===== src/sv/mmpd_pkg.sv =====
`timescale 1ns / 1ps

package mmpd_pkg;

  // Sizes
  localparam int unsigned MAX_COLUMNS = 4096;
  localparam int unsigned ColW        = 12;
  localparam int unsigned CountW      = 13;
  localparam int unsigned WordW       = 32;
  localparam int unsigned StepW       = 32;
  localparam int unsigned BoundW      = 48;
  localparam int unsigned CfgIdxW     = 2;

  // Sample format codes
  localparam logic [1:0] FMT_U8  = 2'd0;
  localparam logic [1:0] FMT_S16 = 2'd1;
  localparam logic [1:0] FMT_F32 = 2'd2;

  // Register indexes
  localparam logic [CfgIdxW-1:0] REG_FORMAT = 2'd0;
  localparam logic [CfgIdxW-1:0] REG_STEP   = 2'd1;
  localparam logic [CfgIdxW-1:0] REG_COUNT  = 2'd2;

  // Reset values of the registers
  localparam logic [1:0]        FORMAT_RST = FMT_S16;
  localparam logic [StepW-1:0]  STEP_RST   = 32'h0001_0000;
  localparam logic [CountW-1:0] COUNT_RST  = 13'd1024;

  // Smallest legal step: one sample
  localparam logic [StepW-1:0]  STEP_MIN   = 32'h0001_0000;

  // Map the unused code onto signed 16-bit
  function automatic logic [1:0] fmt_eff(input logic [1:0] fmt);
    fmt_eff = (fmt == FMT_U8 || fmt == FMT_F32) ? fmt : FMT_S16;
  endfunction

  function automatic logic [StepW-1:0] step_eff(input logic [StepW-1:0] step);
    step_eff = (step < STEP_MIN) ? STEP_MIN : step;
  endfunction

  function automatic logic [CountW-1:0] count_eff(input logic [CountW-1:0] cnt);
    logic [CountW-1:0] c;
    c = cnt;
    if (c == '0) c = CountW'(1);
    if (c > CountW'(MAX_COLUMNS)) c = CountW'(MAX_COLUMNS);
    count_eff = c;
  endfunction

  // Keep only the bits the format uses
  function automatic logic [WordW-1:0] used_bits(input logic [1:0] fmt,
                                                 input logic [WordW-1:0] w);
    case (fmt)
      FMT_U8:  used_bits = {24'd0, w[7:0]};
      FMT_F32: used_bits = w;
      default: used_bits = {16'd0, w[15:0]};
    endcase
  endfunction

  // Lowest value of the format, start of the running maximum
  function automatic logic [WordW-1:0] peak_max_init(input logic [1:0] fmt);
    case (fmt)
      FMT_U8:  peak_max_init = 32'h0000_0000;
      FMT_F32: peak_max_init = 32'hFF80_0000;
      default: peak_max_init = 32'h0000_8000;
    endcase
  endfunction

  // Highest value of the format, start of the running minimum
  function automatic logic [WordW-1:0] peak_min_init(input logic [1:0] fmt);
    case (fmt)
      FMT_U8:  peak_min_init = 32'h0000_00FF;
      FMT_F32: peak_min_init = 32'h7F80_0000;
      default: peak_min_init = 32'h0000_7FFF;
    endcase
  endfunction

  // Key that orders words as unsigned integers in the value order of the format
  function automatic logic [WordW-1:0] order_key(input logic [1:0] fmt,
                                                 input logic [WordW-1:0] w);
    logic [WordW-1:0] v;
    v = (w == 32'h8000_0000) ? '0 : w;
    case (fmt)
      FMT_U8:  order_key = {24'd0, w[7:0]};
      FMT_F32: order_key = v[31] ? ~v : (v | 32'h8000_0000);
      default: order_key = {16'd0, w[15:0] ^ 16'h8000};
    endcase
  endfunction

endpackage


===== src/sv/mmpd_if.sv =====
`timescale 1ns / 1ps

// Sample stream word
interface mmpd_sample_if;
  logic                             valid;
  logic                             ready;
  logic [mmpd_pkg::WordW-1:0]       sample_word;
  logic                             last_sample;

  modport source (output valid, output sample_word, output last_sample, input ready);
  modport sink   (input valid, input sample_word, input last_sample, output ready);
endinterface

// Column result word
interface mmpd_column_if;
  logic                             valid;
  logic                             ready;
  logic [mmpd_pkg::ColW-1:0]        column;
  logic [mmpd_pkg::WordW-1:0]       peak_high;
  logic [mmpd_pkg::WordW-1:0]       peak_low;
  logic                             final_column;

  modport source (output valid, output column, output peak_high, output peak_low,
                  output final_column, input ready);
  modport sink   (input valid, input column, input peak_high, input peak_low,
                  input final_column, output ready);
endinterface

// Register write word
interface mmpd_cfg_if;
  logic                             valid;
  logic                             ready;
  logic [mmpd_pkg::CfgIdxW-1:0]     index;
  logic [mmpd_pkg::WordW-1:0]       data;

  modport source (output valid, output index, output data, input ready);
  modport sink   (input valid, input index, input data, output ready);
endinterface


===== src/sv/mmpd_peak.sv =====
`timescale 1ns / 1ps

// Compare one sample against the running extremes in the order of the format.
module mmpd_peak (
  input  logic [1:0]                 fmt_i,
  input  logic [mmpd_pkg::WordW-1:0] word_i,
  input  logic [mmpd_pkg::WordW-1:0] run_max_i,
  input  logic [mmpd_pkg::WordW-1:0] run_min_i,
  output logic [mmpd_pkg::WordW-1:0] max_o,
  output logic [mmpd_pkg::WordW-1:0] min_o
);

  logic                       is_nan;
  logic [mmpd_pkg::WordW-1:0] key;
  logic [mmpd_pkg::WordW-1:0] key_max;
  logic [mmpd_pkg::WordW-1:0] key_min;

  assign is_nan  = (fmt_i == mmpd_pkg::FMT_F32) &&
                   (word_i[30:23] == 8'hFF) && (word_i[22:0] != '0);
  assign key     = mmpd_pkg::order_key(fmt_i, word_i);
  assign key_max = mmpd_pkg::order_key(fmt_i, run_max_i);
  assign key_min = mmpd_pkg::order_key(fmt_i, run_min_i);

  // Replace only on a strict win; drop NaNs
  assign max_o = (!is_nan && key > key_max) ? word_i : run_max_i;
  assign min_o = (!is_nan && key < key_min) ? word_i : run_min_i;

endmodule


===== src/sv/min_max_peak_decimator.sv =====
`timescale 1ns / 1ps

// Min/max peak decimator for waveform display.
// sample_ch takes one raw sample word per cycle while ready is high (u8, s16
// or float32 bits, with a last_sample flag). column_ch returns one word per
// closed display column: its index, the greatest and least used sample bits
// in the format's order, and final_column. cfg_ch writes sample_format (0),
// bin_step (1, 16.16) and column_count (2); a write to one of these restarts
// the column count from zero, a write to the spare index does nothing. Write
// only while idle. Throughput: one sample per cycle while the receiver takes
// each result. A sample accepted into the input register is compared there;
// its column word then enters the result register for the receiver.
// The result register parts the two sides: while a result waits, one more
// sample is taken into the input register; that sample then holds until the
// receiver takes the result. sample_ch.ready falls only in that case.
// After the final column, samples are accepted and dropped until a write to
// a known register or reset. Reset (rst_ni low, asynchronous) loads format
// s16, step 1.0, 1024 columns, and clears both pipeline valid flags.
module min_max_peak_decimator (
  input  logic                 clk_i,
  input  logic                 rst_ni,
  mmpd_sample_if.sink          sample_ch,
  mmpd_column_if.source        column_ch,
  mmpd_cfg_if.sink             cfg_ch
);

  // Configuration registers
  logic [1:0]                      fmt_q, fmt_d;
  logic [mmpd_pkg::StepW-1:0]      step_q, step_d;
  logic [mmpd_pkg::CountW-1:0]     count_q, count_d;

  // Column state
  logic [31:0]                     smp_cnt_q, smp_cnt_d;
  logic [mmpd_pkg::BoundW-1:0]     bound_q, bound_d;
  logic [mmpd_pkg::ColW-1:0]       col_q, col_d;
  logic [mmpd_pkg::WordW-1:0]      run_max_q, run_max_d;
  logic [mmpd_pkg::WordW-1:0]      run_min_q, run_min_d;
  logic                            finished_q, finished_d;

  // Input register
  logic                            s1_valid_q;
  logic [mmpd_pkg::WordW-1:0]      s1_word_q;
  logic                            s1_last_q;

  // Result register
  logic                            out_valid_q;
  logic [mmpd_pkg::ColW-1:0]       out_col_q;
  logic [mmpd_pkg::WordW-1:0]      out_high_q;
  logic [mmpd_pkg::WordW-1:0]      out_low_q;
  logic                            out_final_q;

  logic                            cfg_wr;
  logic                            s1_go;
  logic                            s1_fire;
  logic                            in_fire;
  logic [1:0]                      fmt_e, fmt_n;
  logic [mmpd_pkg::StepW-1:0]      step_e, step_n;
  logic [mmpd_pkg::CountW-1:0]     count_e;
  logic [mmpd_pkg::WordW-1:0]      word_u;
  logic [mmpd_pkg::WordW-1:0]      pk_max, pk_min;
  logic [31:0]                     cnt_inc;
  logic                            close;
  logic                            last_col;
  logic                            is_final;
  logic                            emit;

  assign cfg_wr  = cfg_ch.valid && cfg_ch.ready;
  assign cfg_ch.ready = 1'b1;

  // Advance the input register when the result register is free or drains
  assign s1_go   = !out_valid_q || column_ch.ready;
  assign s1_fire = s1_valid_q && s1_go;
  assign sample_ch.ready = !s1_valid_q || s1_go;
  assign in_fire = sample_ch.valid && sample_ch.ready;

  assign fmt_e   = mmpd_pkg::fmt_eff(fmt_q);
  assign step_e  = mmpd_pkg::step_eff(step_q);
  assign count_e = mmpd_pkg::count_eff(count_q);
  assign word_u  = mmpd_pkg::used_bits(fmt_e, s1_word_q);

  mmpd_peak u_peak (
    .fmt_i     (fmt_e),
    .word_i    (word_u),
    .run_max_i (run_max_q),
    .run_min_i (run_min_q),
    .max_o     (pk_max),
    .min_o     (pk_min)
  );

  // Column boundary and stop decision
  assign cnt_inc  = smp_cnt_q + 32'd1;
  assign close    = cnt_inc >= bound_q[mmpd_pkg::BoundW-1:16];
  assign last_col = ({1'b0, col_q} + mmpd_pkg::CountW'(1)) >= count_e;
  assign is_final = s1_last_q || (close && last_col);
  assign emit     = s1_fire && !finished_q && (close || is_final);

  // Next configuration and column state
  always_comb begin
    fmt_d      = fmt_q;
    step_d     = step_q;
    count_d    = count_q;
    smp_cnt_d  = smp_cnt_q;
    bound_d    = bound_q;
    col_d      = col_q;
    run_max_d  = run_max_q;
    run_min_d  = run_min_q;
    finished_d = finished_q;
    fmt_n      = fmt_e;
    step_n     = step_e;
    if (cfg_wr) begin
      case (cfg_ch.index)
        mmpd_pkg::REG_FORMAT: fmt_d   = cfg_ch.data[1:0];
        mmpd_pkg::REG_STEP:   step_d  = cfg_ch.data;
        mmpd_pkg::REG_COUNT:  count_d = cfg_ch.data[mmpd_pkg::CountW-1:0];
        default: ;
      endcase
      // Restart from the new settings on a write to a known register
      if (cfg_ch.index == mmpd_pkg::REG_FORMAT || cfg_ch.index == mmpd_pkg::REG_STEP ||
          cfg_ch.index == mmpd_pkg::REG_COUNT) begin
        fmt_n      = mmpd_pkg::fmt_eff(fmt_d);
        step_n     = mmpd_pkg::step_eff(step_d);
        smp_cnt_d  = '0;
        bound_d    = {16'd0, step_n};
        col_d      = '0;
        finished_d = 1'b0;
        run_max_d  = mmpd_pkg::peak_max_init(fmt_n);
        run_min_d  = mmpd_pkg::peak_min_init(fmt_n);
      end
    end else if (s1_fire && !finished_q) begin
      smp_cnt_d = cnt_inc;
      run_max_d = pk_max;
      run_min_d = pk_min;
      if (is_final) begin
        finished_d = 1'b1;
      end else if (close) begin
        col_d     = col_q + mmpd_pkg::ColW'(1);
        bound_d   = bound_q + {16'd0, step_e};
        run_max_d = mmpd_pkg::peak_max_init(fmt_e);
        run_min_d = mmpd_pkg::peak_min_init(fmt_e);
      end
    end
  end

  // Hold configuration and column state
  always_ff @(posedge clk_i or negedge rst_ni) begin
    if (!rst_ni) begin
      fmt_q      <= mmpd_pkg::FORMAT_RST;
      step_q     <= mmpd_pkg::STEP_RST;
      count_q    <= mmpd_pkg::COUNT_RST;
      smp_cnt_q  <= '0;
      bound_q    <= {16'd0, mmpd_pkg::STEP_RST};
      col_q      <= '0;
      run_max_q  <= mmpd_pkg::peak_max_init(mmpd_pkg::FORMAT_RST);
      run_min_q  <= mmpd_pkg::peak_min_init(mmpd_pkg::FORMAT_RST);
      finished_q <= 1'b0;
    end else begin
      fmt_q      <= fmt_d;
      step_q     <= step_d;
      count_q    <= count_d;
      smp_cnt_q  <= smp_cnt_d;
      bound_q    <= bound_d;
      col_q      <= col_d;
      run_max_q  <= run_max_d;
      run_min_q  <= run_min_d;
      finished_q <= finished_d;
    end
  end

  // Input register valid
  always_ff @(posedge clk_i or negedge rst_ni) begin
    if (!rst_ni) begin
      s1_valid_q <= 1'b0;
    end else if (sample_ch.ready) begin
      s1_valid_q <= sample_ch.valid;
    end
  end

  // Input register payload
  always_ff @(posedge clk_i) begin
    if (in_fire) begin
      s1_word_q <= sample_ch.sample_word;
      s1_last_q <= sample_ch.last_sample;
    end
  end

  // Result register valid: load on a closed column, drop when taken
  always_ff @(posedge clk_i or negedge rst_ni) begin
    if (!rst_ni) begin
      out_valid_q <= 1'b0;
    end else if (s1_go) begin
      out_valid_q <= emit;
    end
  end

  // Result register payload
  always_ff @(posedge clk_i) begin
    if (emit) begin
      out_col_q   <= col_q;
      out_high_q  <= pk_max;
      out_low_q   <= pk_min;
      out_final_q <= is_final;
    end
  end

  assign column_ch.valid        = out_valid_q;
  assign column_ch.column       = out_col_q;
  assign column_ch.peak_high    = out_high_q;
  assign column_ch.peak_low     = out_low_q;
  assign column_ch.final_column = out_final_q;

  // A final column stops the stream
  assert property (@(posedge clk_i) disable iff (!rst_ni)
    emit && is_final && !cfg_wr |=> finished_q)
    else $error("final column did not stop the stream");

  // No result once stopped
  assert property (@(posedge clk_i) disable iff (!rst_ni)
    finished_q && !cfg_wr |-> !emit)
    else $error("result produced after the final column");

  // Emitted column index stays below the effective column count
  assert property (@(posedge clk_i) disable iff (!rst_ni)
    out_valid_q |-> ({1'b0, out_col_q} < count_e))
    else $error("column index beyond column count");

  // A register write restarts the stream
  assert property (@(posedge clk_i) disable iff (!rst_ni)
    cfg_wr && (cfg_ch.index == mmpd_pkg::REG_FORMAT || cfg_ch.index == mmpd_pkg::REG_STEP ||
               cfg_ch.index == mmpd_pkg::REG_COUNT)
    |=> (smp_cnt_q == '0) && (col_q == '0) && !finished_q)
    else $error("register write did not restart the stream");

endmodule

===== src/flat_wrapper.sv =====
// flat-port wrapper written by rule: the top's interface ports become plain ports
module min_max_peak_decimator_flat 
  (clk_i, rst_ni, sample_ch_valid, sample_ch_sample_word, sample_ch_last_sample, sample_ch_ready, column_ch_valid, column_ch_column, column_ch_peak_high, column_ch_peak_low, column_ch_final_column, column_ch_ready, cfg_ch_valid, cfg_ch_index, cfg_ch_data, cfg_ch_ready);
  mmpd_sample_if sample_ch_i ();
  mmpd_column_if column_ch_i ();
  mmpd_cfg_if cfg_ch_i ();
  input  logic clk_i;
  input  logic rst_ni;
  input wire logic [$bits(sample_ch_i.valid)-1:0] sample_ch_valid;
  input wire logic [$bits(sample_ch_i.sample_word)-1:0] sample_ch_sample_word;
  input wire logic [$bits(sample_ch_i.last_sample)-1:0] sample_ch_last_sample;
  output wire logic [$bits(sample_ch_i.ready)-1:0] sample_ch_ready;
  output wire logic [$bits(column_ch_i.valid)-1:0] column_ch_valid;
  output wire logic [$bits(column_ch_i.column)-1:0] column_ch_column;
  output wire logic [$bits(column_ch_i.peak_high)-1:0] column_ch_peak_high;
  output wire logic [$bits(column_ch_i.peak_low)-1:0] column_ch_peak_low;
  output wire logic [$bits(column_ch_i.final_column)-1:0] column_ch_final_column;
  input wire logic [$bits(column_ch_i.ready)-1:0] column_ch_ready;
  input wire logic [$bits(cfg_ch_i.valid)-1:0] cfg_ch_valid;
  input wire logic [$bits(cfg_ch_i.index)-1:0] cfg_ch_index;
  input wire logic [$bits(cfg_ch_i.data)-1:0] cfg_ch_data;
  output wire logic [$bits(cfg_ch_i.ready)-1:0] cfg_ch_ready;
  assign sample_ch_i.valid = sample_ch_valid;
  assign sample_ch_i.sample_word = sample_ch_sample_word;
  assign sample_ch_i.last_sample = sample_ch_last_sample;
  assign sample_ch_ready = sample_ch_i.ready;
  assign column_ch_valid = column_ch_i.valid;
  assign column_ch_column = column_ch_i.column;
  assign column_ch_peak_high = column_ch_i.peak_high;
  assign column_ch_peak_low = column_ch_i.peak_low;
  assign column_ch_final_column = column_ch_i.final_column;
  assign column_ch_i.ready = column_ch_ready;
  assign cfg_ch_i.valid = cfg_ch_valid;
  assign cfg_ch_i.index = cfg_ch_index;
  assign cfg_ch_i.data = cfg_ch_data;
  assign cfg_ch_ready = cfg_ch_i.ready;
  min_max_peak_decimator u_core (.clk_i(clk_i), .rst_ni(rst_ni), .sample_ch(sample_ch_i), .column_ch(column_ch_i), .cfg_ch(cfg_ch_i));
endmodule

===== config.mk =====
export PLATFORM = sky130hd
export DESIGN_NAME = min_max_peak_decimator_flat
export DESIGN_NICKNAME = d
export VERILOG_FILES = /design/src/sv/mmpd_pkg.sv /design/src/sv/mmpd_if.sv /design/src/sv/mmpd_peak.sv /design/src/sv/min_max_peak_decimator.sv /design/src/flat_wrapper.sv
export SDC_FILE = /design/constraint.sdc
export NUM_CORES = 1
export LEC_CHECK = 0
export ABC_AREA = 1
export CORE_MARGIN = 4
export CORE_UTILIZATION = 40
export CTS_CLUSTER_DIAMETER = 60
export DETAILED_ROUTE_END_ITERATION = 10
export DONT_BUFFER_PORTS = 1
export PLACE_DENSITY_LB_ADDON = 0.3
export SYNTH_ARGS = -nofsm -noshare
export SYNTH_HDL_FRONTEND = slang
export SYNTH_SLANG_ARGS = --single-unit

===== constraint.sdc =====
create_clock -name clk_i -period 6.2 [get_ports clk_i]
set_input_delay 0.31 -clock clk_i [delete_from_list [all_inputs] [get_ports clk_i]]
set_output_delay 0.31 -clock clk_i [all_outputs]
set_load 0.005 [all_outputs]

==> results of run 1 <==
[synth_stat cells (11+ instances only)]
cell                       number  share of area, %
sky130_fd_sc_hd__a211oi_1      15              0.55
sky130_fd_sc_hd__a21oi_1      174               4.3
sky130_fd_sc_hd__a31oi_1       20              0.62
sky130_fd_sc_hd__buf_2         16              0.39
sky130_fd_sc_hd__clkbuf_1      71               1.3
sky130_fd_sc_hd__dfrtp_1      186                23
sky130_fd_sc_hd__dfstp_2       20               2.6
sky130_fd_sc_hd__edfxtp_1     110                16
sky130_fd_sc_hd__ha_1         142               8.7
sky130_fd_sc_hd__inv_1        361               6.7
sky130_fd_sc_hd__mux2_2        11              0.61
sky130_fd_sc_hd__nand2_1      562                10
sky130_fd_sc_hd__nand3_1      124               3.1
sky130_fd_sc_hd__nand4_1       33               1.0
sky130_fd_sc_hd__nor2_1       223               4.1
sky130_fd_sc_hd__nor3_1        22              0.54
sky130_fd_sc_hd__nor4_1        22              0.68
sky130_fd_sc_hd__o211ai_1      36               1.3
sky130_fd_sc_hd__o21ai_0      201               5.0
sky130_fd_sc_hd__o21ai_1       24              0.59
sky130_fd_sc_hd__o22ai_1       46               1.4
sky130_fd_sc_hd__or2_2         16              0.49
sky130_fd_sc_hd__xor2_1        65               2.8
[where the power goes]
group | leakage (nW) | internal, mW | switching, mW
clock network | 0.633 | 1.46 | 0.915
logic | 6.46 | 1.43 | 2.72
registers | 3.67 | 2.75 | 0.363
total | 10.8 | 5.65 | 4.00
[layer usage]
metal,up-vias,share of wire [%],GRT usage (%)
li1,8711,-,-
met1,8468,43,27.77
met2,571,48,37.55
met3,118,5.7,3.012
met4,0,3.2,7.359
met5,-,0,0
[kinds of logic after synthesis]
| group | synth area share (%) |
|---|---|
| other | 0.01846 |
| and+or+nand+nor | 21.29 |
| buffers and inverters | 8.952 |
| adders and majority gates | 8.847 |
| muxes | 0.6099 |
| AOI/OAI and AO/OA | 15.62 |
| DFF | 41.77 |
| xor gates and xnor gates | 2.889 |
[timing repair]
item | in CTS | in global routing
buffers inserted | 0 | 2
hold buffers | 51 | 0
hold endpoints to repair | 307 | 0
resized for setup | 0 | 4
endpoints found under the setup margin | 0 | 13
[stage by stage]
step | setup slack [ns] | cell area (µm²) | instances
global placement | 0.9576 | 20990 | 3194
detailed placement | 0.7023 | 20990 | 3194
CTS | 0.6773 | 22850 | 3312
floorplan | 0.6747 | 20310 | 2598
finish | 0.6962 | 22880 | 3316
global route | 0.0004587 | 22880 | 3316
[final timing paths]
kind | startpoint | endpoint | depth (start not counted)
hold / removal | cfg_ch_valid | u_core.bound_q[12] | 5
hold reg to reg | u_core.run_min_q[25] | u_core.run_min_q[25] | 2
max in group asynchronous | rst_ni | u_core.bound_q[29] | 2
min in group asynchronous | rst_ni | u_core.run_max_q[13] | 2
setup / recovery | u_core.run_min_q[15] | u_core.column_ch.peak_low[31] | 19
setup reg to reg | u_core.run_min_q[15] | u_core.column_ch.peak_low[31] | 19
[flip-flops by register name (all words and copies together), names as in the netlist, 2 cells and up]
signal                      flops
u_core.column_ch.peak_high     32
u_core.count_q                 13
u_core.column_ch.peak_low      32
u_core.column_ch.column        12
u_core.smp_cnt_q               32
u_core.col_q                   12
u_core.run_max_q               32
u_core.run_min_q               32
u_core.step_q                  32
u_core.bound_q                 48
u_core.fmt_q                    2
u_core.s1_word_q               32
[worst max-delay path, cell delays in order, from the launching register on]
cell and delay, ns:
sky130_fd_sc_hd__dfrtp_1 0.43, sky130_fd_sc_hd__nor2_1 0.34, sky130_fd_sc_hd__nand3_1 0.12, sky130_fd_sc_hd__nor2_1 0.24, sky130_fd_sc_hd__nand2_1 0.20, sky130_fd_sc_hd__nor2_2 0.23
sky130_fd_sc_hd__nor2_1 0.06, sky130_fd_sc_hd__inv_1 0.47, sky130_fd_sc_hd__nand2_1 0.11, sky130_fd_sc_hd__ha_1 0.32, sky130_fd_sc_hd__nand2_1 0.07, sky130_fd_sc_hd__nor2_1 0.23
sky130_fd_sc_hd__nand4_1 0.21, sky130_fd_sc_hd__nor4_1 1.02, sky130_fd_sc_hd__nand2_4 0.37, sky130_fd_sc_hd__nand2_2 0.16, sky130_fd_sc_hd__buf_4 0.25, sky130_fd_sc_hd__nand2_1 0.07
sky130_fd_sc_hd__o21ai_1 0.21, sky130_fd_sc_hd__inv_1 0.09
[layout make-up]
cell class | count | area (µm²)
antenna | 1 | 2.502
clock buffer | 44 | 1015
clock inverter | 23 | 305.3
fill | 4884 | 27290
inverter | 371 | 1398
multi-input combinational | 1811 | 10050
sequential | 316 | 8483
tap | 672 | 840.8
timing repair buffer | 77 | 778.2
timing repair inverter | 1 | 7.507
==> impl_summary.log, run 1 <==
INFO  metric gp_congestion = 0.9306
INFO  metric hold_ws = 0.03876 ns
INFO  metric critical_path.endpoint_type = register
INFO  metric synth_sequential_area_ratio = 41.77%
INFO  metric clock_insertion_delay_worst_skew = 0.57 ns
INFO  metric rsz0062_at_grt = false
INFO  metric drt-initial-drc-count = 1614
INFO  metric drt_pass1_iterations = 6
INFO  metric cts_buffer_depth = 3
INFO  metric clock_tree.root_cell = sky130_fd_sc_hd__clkbuf_16
INFO  metric post-route-util = 45.61%
INFO  metric ys_ff_latch = 316
INFO  metric finalSetupViolations = 0
INFO  metric asyncSetResetFlopFracSynth = 65.19%
INFO  metric io_pins = 152
INFO  metric syn-instance-count = 2598
INFO  metric routed_via_density = 5.388
INFO  metric floorplan.rows = 82
INFO  metric die-height = 233.3 µm
INFO  metric most-common-layout-cells = sky130_fd_sc_hd__nand2_1 (562), sky130_fd_sc_hd__inv_1 (358), sky130_fd_sc_hd__nor2_1 (223), sky130_fd_sc_hd__o21ai_0 (200), sky130_fd_sc_hd__dfrtp_1 (186)
INFO  metric ir_drop = 0.0002356 V
INFO  metric port-buffer-count = 0
INFO  metric first_global_vias = 17550
INFO  metric die_width = 233.3 µm
INFO  metric path_category_of_the_worst_min_delay_check = input pin to register
INFO  metric synthesis.yosys.warnings = 0
INFO  metric final_net_count = 2831
INFO  metric synth_cell_types = 56
INFO  metric path_max_fanout = 25
INFO  metric drc = 0
INFO  metric grt_first_pass_wirelength = 94480 µm
INFO  metric synth-edff-count = 110
INFO  metric synth_nets = 2813
INFO  metric slew_headroom = 5.310%
INFO  metric critical_path_class = register to register
INFO  metric power = 9.649 mW
INFO  metric layout-drive-gt1-share = 6.432%
INFO  metric power.density = 421.6 mW/mm²
INFO  metric dieArea = 0.05444 mm²
INFO  metric tightest_slew = 1.420 ns
INFO  metric globalRoute.totalOverflow = 0
INFO  metric outcome = complete, no violations
INFO  metric clock-skew-final = 0.02716 ns
INFO  metric hold_viol_final = 0
INFO  metric syn_to_final_growth = 12.68%
INFO  metric report.final.slew_viol_count = 0
INFO  metric drt-total-wl = 59610 µm
INFO  metric routed-via-count = 17870
INFO  metric avgSynthCellArea = 7.817 µm²
INFO  metric tritoncts = built
INFO  metric final_cycle_share = 88.77%
INFO  metric rrSetupSlack = 0.70 ns
INFO  metric antenna_found_initial = 1
INFO  metric highest_clock_rate = 181.7 MHz
INFO  metric worst-endpoint-arrival = 5.80 ns
INFO  metric required = 6.50 ns
INFO  metric yosys_most_used_dff = sky130_fd_sc_hd__dfrtp_1
INFO  metric drv_cap = 0
INFO  metric coreArea = 0.05017 mm²
INFO  metric layout_commonest_cell = sky130_fd_sc_hd__nand2_1
INFO  metric totalNegativeSetupSlack = 0 ns
INFO  metric maximum_number_of_pins_on_one_net_before_global_route_repair = 207
INFO  metric leakage = 10.76 nW
INFO  metric total_track_usage = 21.66%
INFO  metric final_antenna_net_count = 0
INFO  metric cts_inserted_buffers = 38
INFO  metric post_drt_wl_per_cell = 17.98 µm
INFO  metric cts_sinks = 316
INFO  metric post-dp-hpwl = 44200 µm
INFO  metric clock_pin_slew_worst_setup_and_hold_paths = 0.06 ns
INFO  metric clock_period_minus_final_worst_setup_slack = 5.504 ns
INFO  metric initial_core_utilization = 40.48%
INFO  metric setup.worst_path.start_class = register
INFO  metric cts_htree_levels = 2
INFO  metric syn_area = 0.02031 mm²
Note: power is estimated with default switching activity, not from simulation.
==> inputs of run 2 (changes only) <==
--- a/config.mk
+++ b/config.mk
@@ -11,7 +11,10 @@
 export CTS_CLUSTER_DIAMETER = 60
 export DETAILED_ROUTE_END_ITERATION = 10
 export DONT_BUFFER_PORTS = 1
+export HOLD_SLACK_MARGIN = 0.1
 export PLACE_DENSITY_LB_ADDON = 0.3
+export RECOVER_POWER = 50
+export REMOVE_ABC_BUFFERS = 1
 export SYNTH_ARGS = -nofsm -noshare
 export SYNTH_HDL_FRONTEND = slang
 export SYNTH_SLANG_ARGS = --single-unit
==> run 2 against run 1 <==
  * The run now ends with capacitance limit, slew limit left
  * Via count is 0.43% higher
  * Non-clock buffer count is 21 higher
  * Critical path type unchanged
  * Register-to-register slack hardly changed
==> impl_summary.log, run 2 (same netlist as run 1, synthesis figures left out) <==
INFO  metric worst-endpoint-arrival = 6.01 ns
INFO  metric crit_path_max_incr_delay = 0.42 ns
INFO  metric routed-via-count = 17950
INFO  metric routed_via_density = 5.366
INFO  metric final_cycle_share = 88.96%
INFO  metric power.density = 419.1 mW/mm²
INFO  metric cts_inserted_buffers = 41
INFO  metric antenna_found_initial = 1
INFO  metric p_clk_share = 24.8%
INFO  metric share_of_power_burned_in_registers = 32.2%
INFO  metric initial_core_utilization = 40.48%
INFO  metric hold_viol_final = 0
INFO  metric layout-drive-gt1-share = 6.587%
INFO  metric clock_pin_slew_worst_setup_and_hold_paths = 0.06 ns
INFO  metric hold_ws = 0.1293 ns
INFO  metric gp_congestion = 0.9517
INFO  metric dp.cells = 3197
INFO  metric top_register = u_core.bound_q
INFO  metric final_net_count = 2854
INFO  metric most-common-layout-cells = sky130_fd_sc_hd__nand2_1 (562), sky130_fd_sc_hd__inv_1 (359), sky130_fd_sc_hd__nor2_1 (222), sky130_fd_sc_hd__o21ai_0 (201), sky130_fd_sc_hd__dfrtp_1 (186)
INFO  metric ir_drop = 0.0001899 V
INFO  metric total_track_usage = 21.99%
INFO  metric tightest_slew = 4.874 ns
INFO  metric path_max_fanout = 25
INFO  metric clock_tree.root_cell = sky130_fd_sc_hd__clkbuf_16
INFO  metric report.final.slew_viol_count = 260
INFO  metric post-cts-setup-buffer-count = 0
INFO  metric maximum_number_of_pins_on_one_net_before_global_route_repair = 207
INFO  metric tritoncts = built
INFO  metric drv_cap = 2
INFO  metric clock-skew-final = 0.03342 ns
INFO  metric floorplan.rows = 82
INFO  metric highest_clock_rate = 181.3 MHz
INFO  metric drt-total-wl = 60270 µm
INFO  metric worst_path_most_repeated_cell = sky130_fd_sc_hd__nand2_1
INFO  metric layout.cells.non_filler = 3344
INFO  metric required = 6.69 ns
INFO  metric post-route-util = 46.07%
INFO  metric share_comb_of_total_power = 43.0%
INFO  metric clock_period_minus_final_worst_setup_slack = 5.515 ns
INFO  metric globalRoute.totalOverflow = 0
INFO  metric failed_checks = capacitance limit, slew limit
INFO  metric cts_htree_levels = 2
INFO  metric critical_path.top_delay_family = simple AND/OR/NAND/NOR gates
INFO  metric power.switching = 4.064 mW
INFO  metric power = 9.688 mW
INFO  metric drt-initial-drc-count = 1560
INFO  metric grt_first_pass_wirelength = 95080 µm
INFO  metric slew_headroom = -224.9%
INFO  metric drt_pass1_iterations = 6
INFO  metric drc = 0
INFO  metric cpMaxStageDelayCell = sky130_fd_sc_hd__dfrtp_1
INFO  metric syn_to_final_growth = 13.81%
INFO  metric coreArea = 0.05017 mm²
INFO  metric die_width = 233.3 µm
INFO  metric critical_path.endpoint_type = register
INFO  metric leakage = 10.86 nW
INFO  metric first_global_vias = 17700
INFO  metric setup.worst_path.start_class = register
INFO  metric die-height = 233.3 µm
INFO  metric final_antenna_net_count = 0
INFO  metric dieArea = 0.05444 mm²
INFO  metric clock_insertion_delay_worst_skew = 0.58 ns
INFO  metric layout_commonest_cell = sky130_fd_sc_hd__nand2_1
INFO  metric post_drt_wl_per_cell = 18.02 µm
INFO  metric port-buffer-count = 0
INFO  metric power.internal = 5.624 mW
INFO  metric io_pins = 152
INFO  metric switching_share = 41.95%
INFO  metric post-dp-hpwl = 43660 µm
INFO  metric finalSetupViolations = 0
INFO  metric cts_sinks = 316
INFO  metric cp_num_buf_inv = 6
INFO  metric path_category_of_the_worst_min_delay_check = input pin to register
INFO  metric rsz0062_at_grt = false
INFO  metric flip_flop_count_of_the_largest_register_after_layout = 48
INFO  metric outcome = finished with violations
INFO  metric critical_path_class = register to register
INFO  metric antenna_cells_inserted = 0
INFO  metric cts_buffer_depth = 3
-- run 2: cell count changes in the layout (fill, tap and decap cells not counted), moves of 3 or more --
cell	change
sky130_fd_sc_hd__dlygate4sd3_1	+20
sky130_fd_sc_hd__clkbuf_1	+7
sky130_fd_sc_hd__bufinv_16	-3
sky130_fd_sc_hd__clkinv_4	+3
-- run 2: cell type report --
type,count,area (µm²)
Fill cell,4837,27060
Clock inverter,24,277.8
Sequential cell,316,8483
Inverter,371,1398
Multi-Input combinational cell,1811,10070
Clock buffer,52,1087
Tap cell,672,840.8
Timing Repair Buffer,98,959.7
-- run 2: worst paths after layout --
kind	from	to	slack, ns	cells after the start
max	u_core.smp_cnt_q[0]	u_core.run_max_q[23]	0.68	32
min in group asynchronous	rst_ni	u_core.step_q[29]	2.01	2
max reg2reg	u_core.smp_cnt_q[0]	u_core.run_max_q[23]	0.68	32
min reg2reg	u_core.bound_q[12]	u_core.bound_q[12]	0.49	2
min	cfg_ch_valid	u_core.step_q[1]	0.13	2
max in group asynchronous	rst_ni	u_core.run_min_q[17]	1.26	2
-- run 2: routing by layer --
layer / up-vias / track usage, % / part of all wire [%]
met5: - / 0 / 0.022
met4: 2 / 9.638 / 4.1
met3: 143 / 3.927 / 6.5
met2: 573 / 37.79 / 48
met1: 8446 / 27.05 / 42
li1: 8781 / - / -
-- run 2: metrics by stage --
stage	setup TNS (ns)	area (µm²)	worst slack, ns
after floorplan	-58.92	19880	-1.114
after global placement	0	21010	0.4980
after detailed placement	0	21010	0.3881
after CTS	0	23120	0.3407
after global routing	0	23110	0.04546
final	0	23110	0.6846
-- run 2: what timing repair did --
action	in CTS	in global routing
resized for setup	0	7
hold endpoints to repair	322	0
setup endpoints to repair	0	87
hold buffers	71	0
-- run 2: power groups by stage --
stage	registers (mW)	clock network, mW	logic, mW
floorplan	3.02	0	2.94
global placement	3.15	0	3.92
detailed placement	3.15	0	4.03
CTS	3.12	2.47	4.14
global route	3.18	2.56	4.73
finish	3.12	2.40	4.17
==> inputs of run 3 (changes only) <==
--- a/config.mk
+++ b/config.mk
@@ -12,7 +12,7 @@
 export DETAILED_ROUTE_END_ITERATION = 10
 export DONT_BUFFER_PORTS = 1
 export HOLD_SLACK_MARGIN = 0.1
-export PLACE_DENSITY_LB_ADDON = 0.3
+export PLACE_DENSITY = 0.56
 export RECOVER_POWER = 50
 export REMOVE_ABC_BUFFERS = 1
 export SYNTH_ARGS = -nofsm -noshare
==> run 3 against run 2 <==
  * Register-to-register slack gained 0.09 ns
  * Highest routed layer unchanged
  * Power up 0.53%
  * Fmax grew 1.6%
  * Largest power group unchanged
  * Clock power up 3%
  * Utilization up 0.14 points
  * Final cell count up 0.18%
  * Die area stayed put
  * Sequential power about the same
  * Count of clock-buffer cells in the layout up 4
  * The run still ends with capacitance limit, slew limit left
  * Critical path depth is 13 lower
==> impl_summary.log, run 3 (same netlist as run 1, synthesis figures left out) <==
INFO  metric cts_sinks = 316
INFO  metric post_drt_wl_per_cell = 18.15 µm
INFO  metric n_fill_cell = 4937
INFO  metric p_clk_share = 25.4%
INFO  metric most-common-layout-cells = sky130_fd_sc_hd__nand2_1 (561), sky130_fd_sc_hd__inv_1 (360), sky130_fd_sc_hd__nor2_1 (222), sky130_fd_sc_hd__o21ai_0 (202), sky130_fd_sc_hd__dfrtp_1 (186)
INFO  metric die_width = 233.3 µm
INFO  metric initial_core_utilization = 40.48%
INFO  metric power.switching = 4.086 mW
INFO  metric rsz0062_at_grt = false
INFO  metric highest_clock_rate = 184.2 MHz
INFO  metric worst-endpoint-arrival = 5.91 ns
INFO  metric maximum_number_of_pins_on_one_net_before_global_route_repair = 207
INFO  metric path_max_fanout = 34
INFO  metric finalSetupViolations = 0
INFO  metric gp_congestion = 0.9147
INFO  metric layout_commonest_cell = sky130_fd_sc_hd__nand2_1
INFO  metric power = 9.739 mW
INFO  metric share_of_power_burned_in_registers = 32.0%
INFO  metric routed_via_density = 5.267
INFO  metric slew_headroom = -232.1%
INFO  metric total_track_usage = 21.98%
INFO  metric switching_share = 41.96%
INFO  metric clock-skew-final = 0.01720 ns
INFO  metric antenna_found_initial = 2
INFO  metric power.density = 420.1 mW/mm²
INFO  metric die-height = 233.3 µm
INFO  metric critical_path_class = register to register
INFO  metric groute.layer.met3.usage = 3.537%
INFO  metric port-buffer-count = 0
INFO  metric crit_path_end = u_core.run_max_q[7]
INFO  metric ir_drop = 0.0002052 V
INFO  metric drv_cap = 2
INFO  metric routed-via-count = 17640
INFO  metric clock_tree.root_cell = sky130_fd_sc_hd__clkbuf_16
INFO  metric io_pins = 152
INFO  metric outcome = finished with violations
INFO  metric seq_area = 0.008483 mm²
INFO  metric drt_pass1_iterations = 5
INFO  metric final_antenna_net_count = 0
INFO  metric setup.worst_path.start_class = register
INFO  metric clock_pin_slew_worst_setup_and_hold_paths = 0.07 ns
INFO  metric clock_insertion_delay_worst_skew = 0.57 ns
INFO  metric startpoint_of_the_worst_setup_timing_path = u_core.fmt_q[1]
INFO  metric leakage = 10.91 nW
INFO  metric grtUsageMet2 = 38.27%
INFO  metric ff2ff_path_depth = 19
INFO  metric post-dp-hpwl = 43690 µm
INFO  metric final_cycle_share = 87.57%
INFO  metric tightest_slew = 4.981 ns
INFO  metric cts_buffer_depth = 3
INFO  metric flip_flop_count_of_the_largest_register_after_layout = 48
INFO  metric syn_to_final_growth = 14.16%
INFO  metric final_net_count = 2860
INFO  metric tritoncts = built
INFO  metric critical_path.endpoint_type = register
INFO  metric grt-busiest-layer = met2
INFO  metric clock_period_minus_final_worst_setup_slack = 5.429 ns
INFO  metric first_global_vias = 17180
INFO  metric globalRoute.totalOverflow = 0
INFO  metric path_category_of_the_worst_min_delay_check = input pin to register
INFO  metric coreArea = 0.05017 mm²
INFO  metric r2r-end = u_core.run_max_q[7]
INFO  metric hold_viol_final = 0
INFO  metric drc = 0
INFO  metric place_worst_setup_slack = 0.4644 ns
INFO  metric power.internal = 5.653 mW
INFO  metric share_comb_of_total_power = 42.7%
INFO  metric floorplan.rows = 82
INFO  metric failed_checks = capacitance limit, slew limit
INFO  metric cts_htree_levels = 2
INFO  metric drt-total-wl = 60800 µm
INFO  metric rrSetupSlack = 0.77 ns
INFO  metric required = 6.68 ns
INFO  metric dieArea = 0.05444 mm²
INFO  metric top_register = u_core.bound_q
INFO  metric grt_first_pass_wirelength = 94370 µm
INFO  metric report.final.slew_viol_count = 260
INFO  metric final.setup.worst_slack = 0.7706 ns
INFO  metric groute.layer.met1.usage = 28.16%
INFO  metric drt-initial-drc-count = 1241
INFO  metric layout-drive-gt1-share = 6.535%
INFO  metric area_of_the_multi_input_gates = 0.01006 mm²
INFO  metric cts_inserted_buffers = 43
INFO  metric antenna_cells_inserted = 0
INFO  metric r2r_start = u_core.fmt_q[1]
run 3: cell types whose count changed in the layout (fill, tap and decap cells not counted), moves of 2 or more:
cell,delta
sky130_fd_sc_hd__a21oi_2,-2
sky130_fd_sc_hd__inv_8,+3
sky130_fd_sc_hd__clkinv_2,-2
sky130_fd_sc_hd__a21oi_1,+2
sky130_fd_sc_hd__bufinv_16,-2
sky130_fd_sc_hd__clkinv_4,-2
sky130_fd_sc_hd__dlygate4sd3_1,+4
sky130_fd_sc_hd__clkbuf_16,+4
run 3: worst min path at each step:
stage	from	endpoint	depth (start not counted)
5_1_grt	cfg_ch_valid	u_core.step_q[4]	2
2_1_floorplan	rst_ni	u_core.bound_q[0]	0
3_3_place_gp	rst_ni	u_core.run_min_q[22]	0
3_5_place_dp	rst_ni	u_core.run_min_q[20]	0
4_1_cts	cfg_ch_index[0]	u_core.fmt_q[1]	4
6_report	cfg_ch_index[0]	u_core.fmt_q[1]	4
run 3: power groups by stage:
stage                     logic, mW  clock network, mW  registers [mW]
after CTS                      4.16               2.54            3.11
after global routing           4.73               2.62            3.16
after global placement         3.97                  0            3.14
after floorplan                2.94                  0            3.02
after detailed placement       4.05                  0            3.15
final                          4.16               2.47            3.11
run 3: layout make-up:
class,count,share of cell area (%)
Inverter,371,6.012
Multi-Input combinational cell,1811,43.39
Sequential cell,316,36.59
Timing Repair Buffer,102,4.258
Clock buffer,56,5.164
Tap cell,672,3.626
Clock inverter,22,0.9606
run 3: worst max-delay path, cell delays in order (launching register included):
cell and delay, ns:
sky130_fd_sc_hd__dfrtp_1 0.62, sky130_fd_sc_hd__inv_1 0.29, sky130_fd_sc_hd__nor2_4 0.46, sky130_fd_sc_hd__nand2_1 0.21, sky130_fd_sc_hd__nand3_1 0.14, sky130_fd_sc_hd__nor2_1 0.09
sky130_fd_sc_hd__a31oi_4 0.46, sky130_fd_sc_hd__buf_4 0.32, sky130_fd_sc_hd__xor2_1 0.26, sky130_fd_sc_hd__ha_1 0.29, sky130_fd_sc_hd__a21oi_1 0.16, sky130_fd_sc_hd__o21a_1 0.15
sky130_fd_sc_hd__o221ai_1 0.12, sky130_fd_sc_hd__a221oi_1 0.31, sky130_fd_sc_hd__nand2_1 0.11, sky130_fd_sc_hd__nand2_2 0.45, sky130_fd_sc_hd__inv_1 0.34, sky130_fd_sc_hd__o21ai_1 0.34
sky130_fd_sc_hd__nand2_1 0.10, sky130_fd_sc_hd__o21ai_0 0.09
run 3: metrics by stage:
step | instances | area [µm²] | util, % | hold WS [ns] | setup TNS (ns)
5_1_grt | 3350 | 23190 | 46.21 | 0.1306 | 0
2_1_floorplan | 2498 | 19880 | - | 0.01441 | -58.92
4_1_cts | 3350 | 23200 | 46.25 | 0.1071 | 0
6_report | 3350 | 23190 | 46.21 | 0.1324 | 0
3_3_place_gp | 3197 | 21000 | 41.86 | 0.03666 | 0
3_5_place_dp | 3197 | 21000 | 41.86 | 0.03468 | 0
run 3: per-layer routing:
| layer | part of all wire, % | routed length, µm |
|---|---|---|
| met1 | 44 | 26680 |
| met2 | 49 | 29570 |
| met3 | 4.8 | 2926 |
| met4 | 2.6 | 1592 |
| met5 | 0.043 | 26 |
run 3: repair_timing:
item,in CTS,in global routing
setup endpoints to repair,0,9
hold endpoints to repair,319,0
hold buffers,75,0
buffers inserted,0,0
resized for setup,0,2
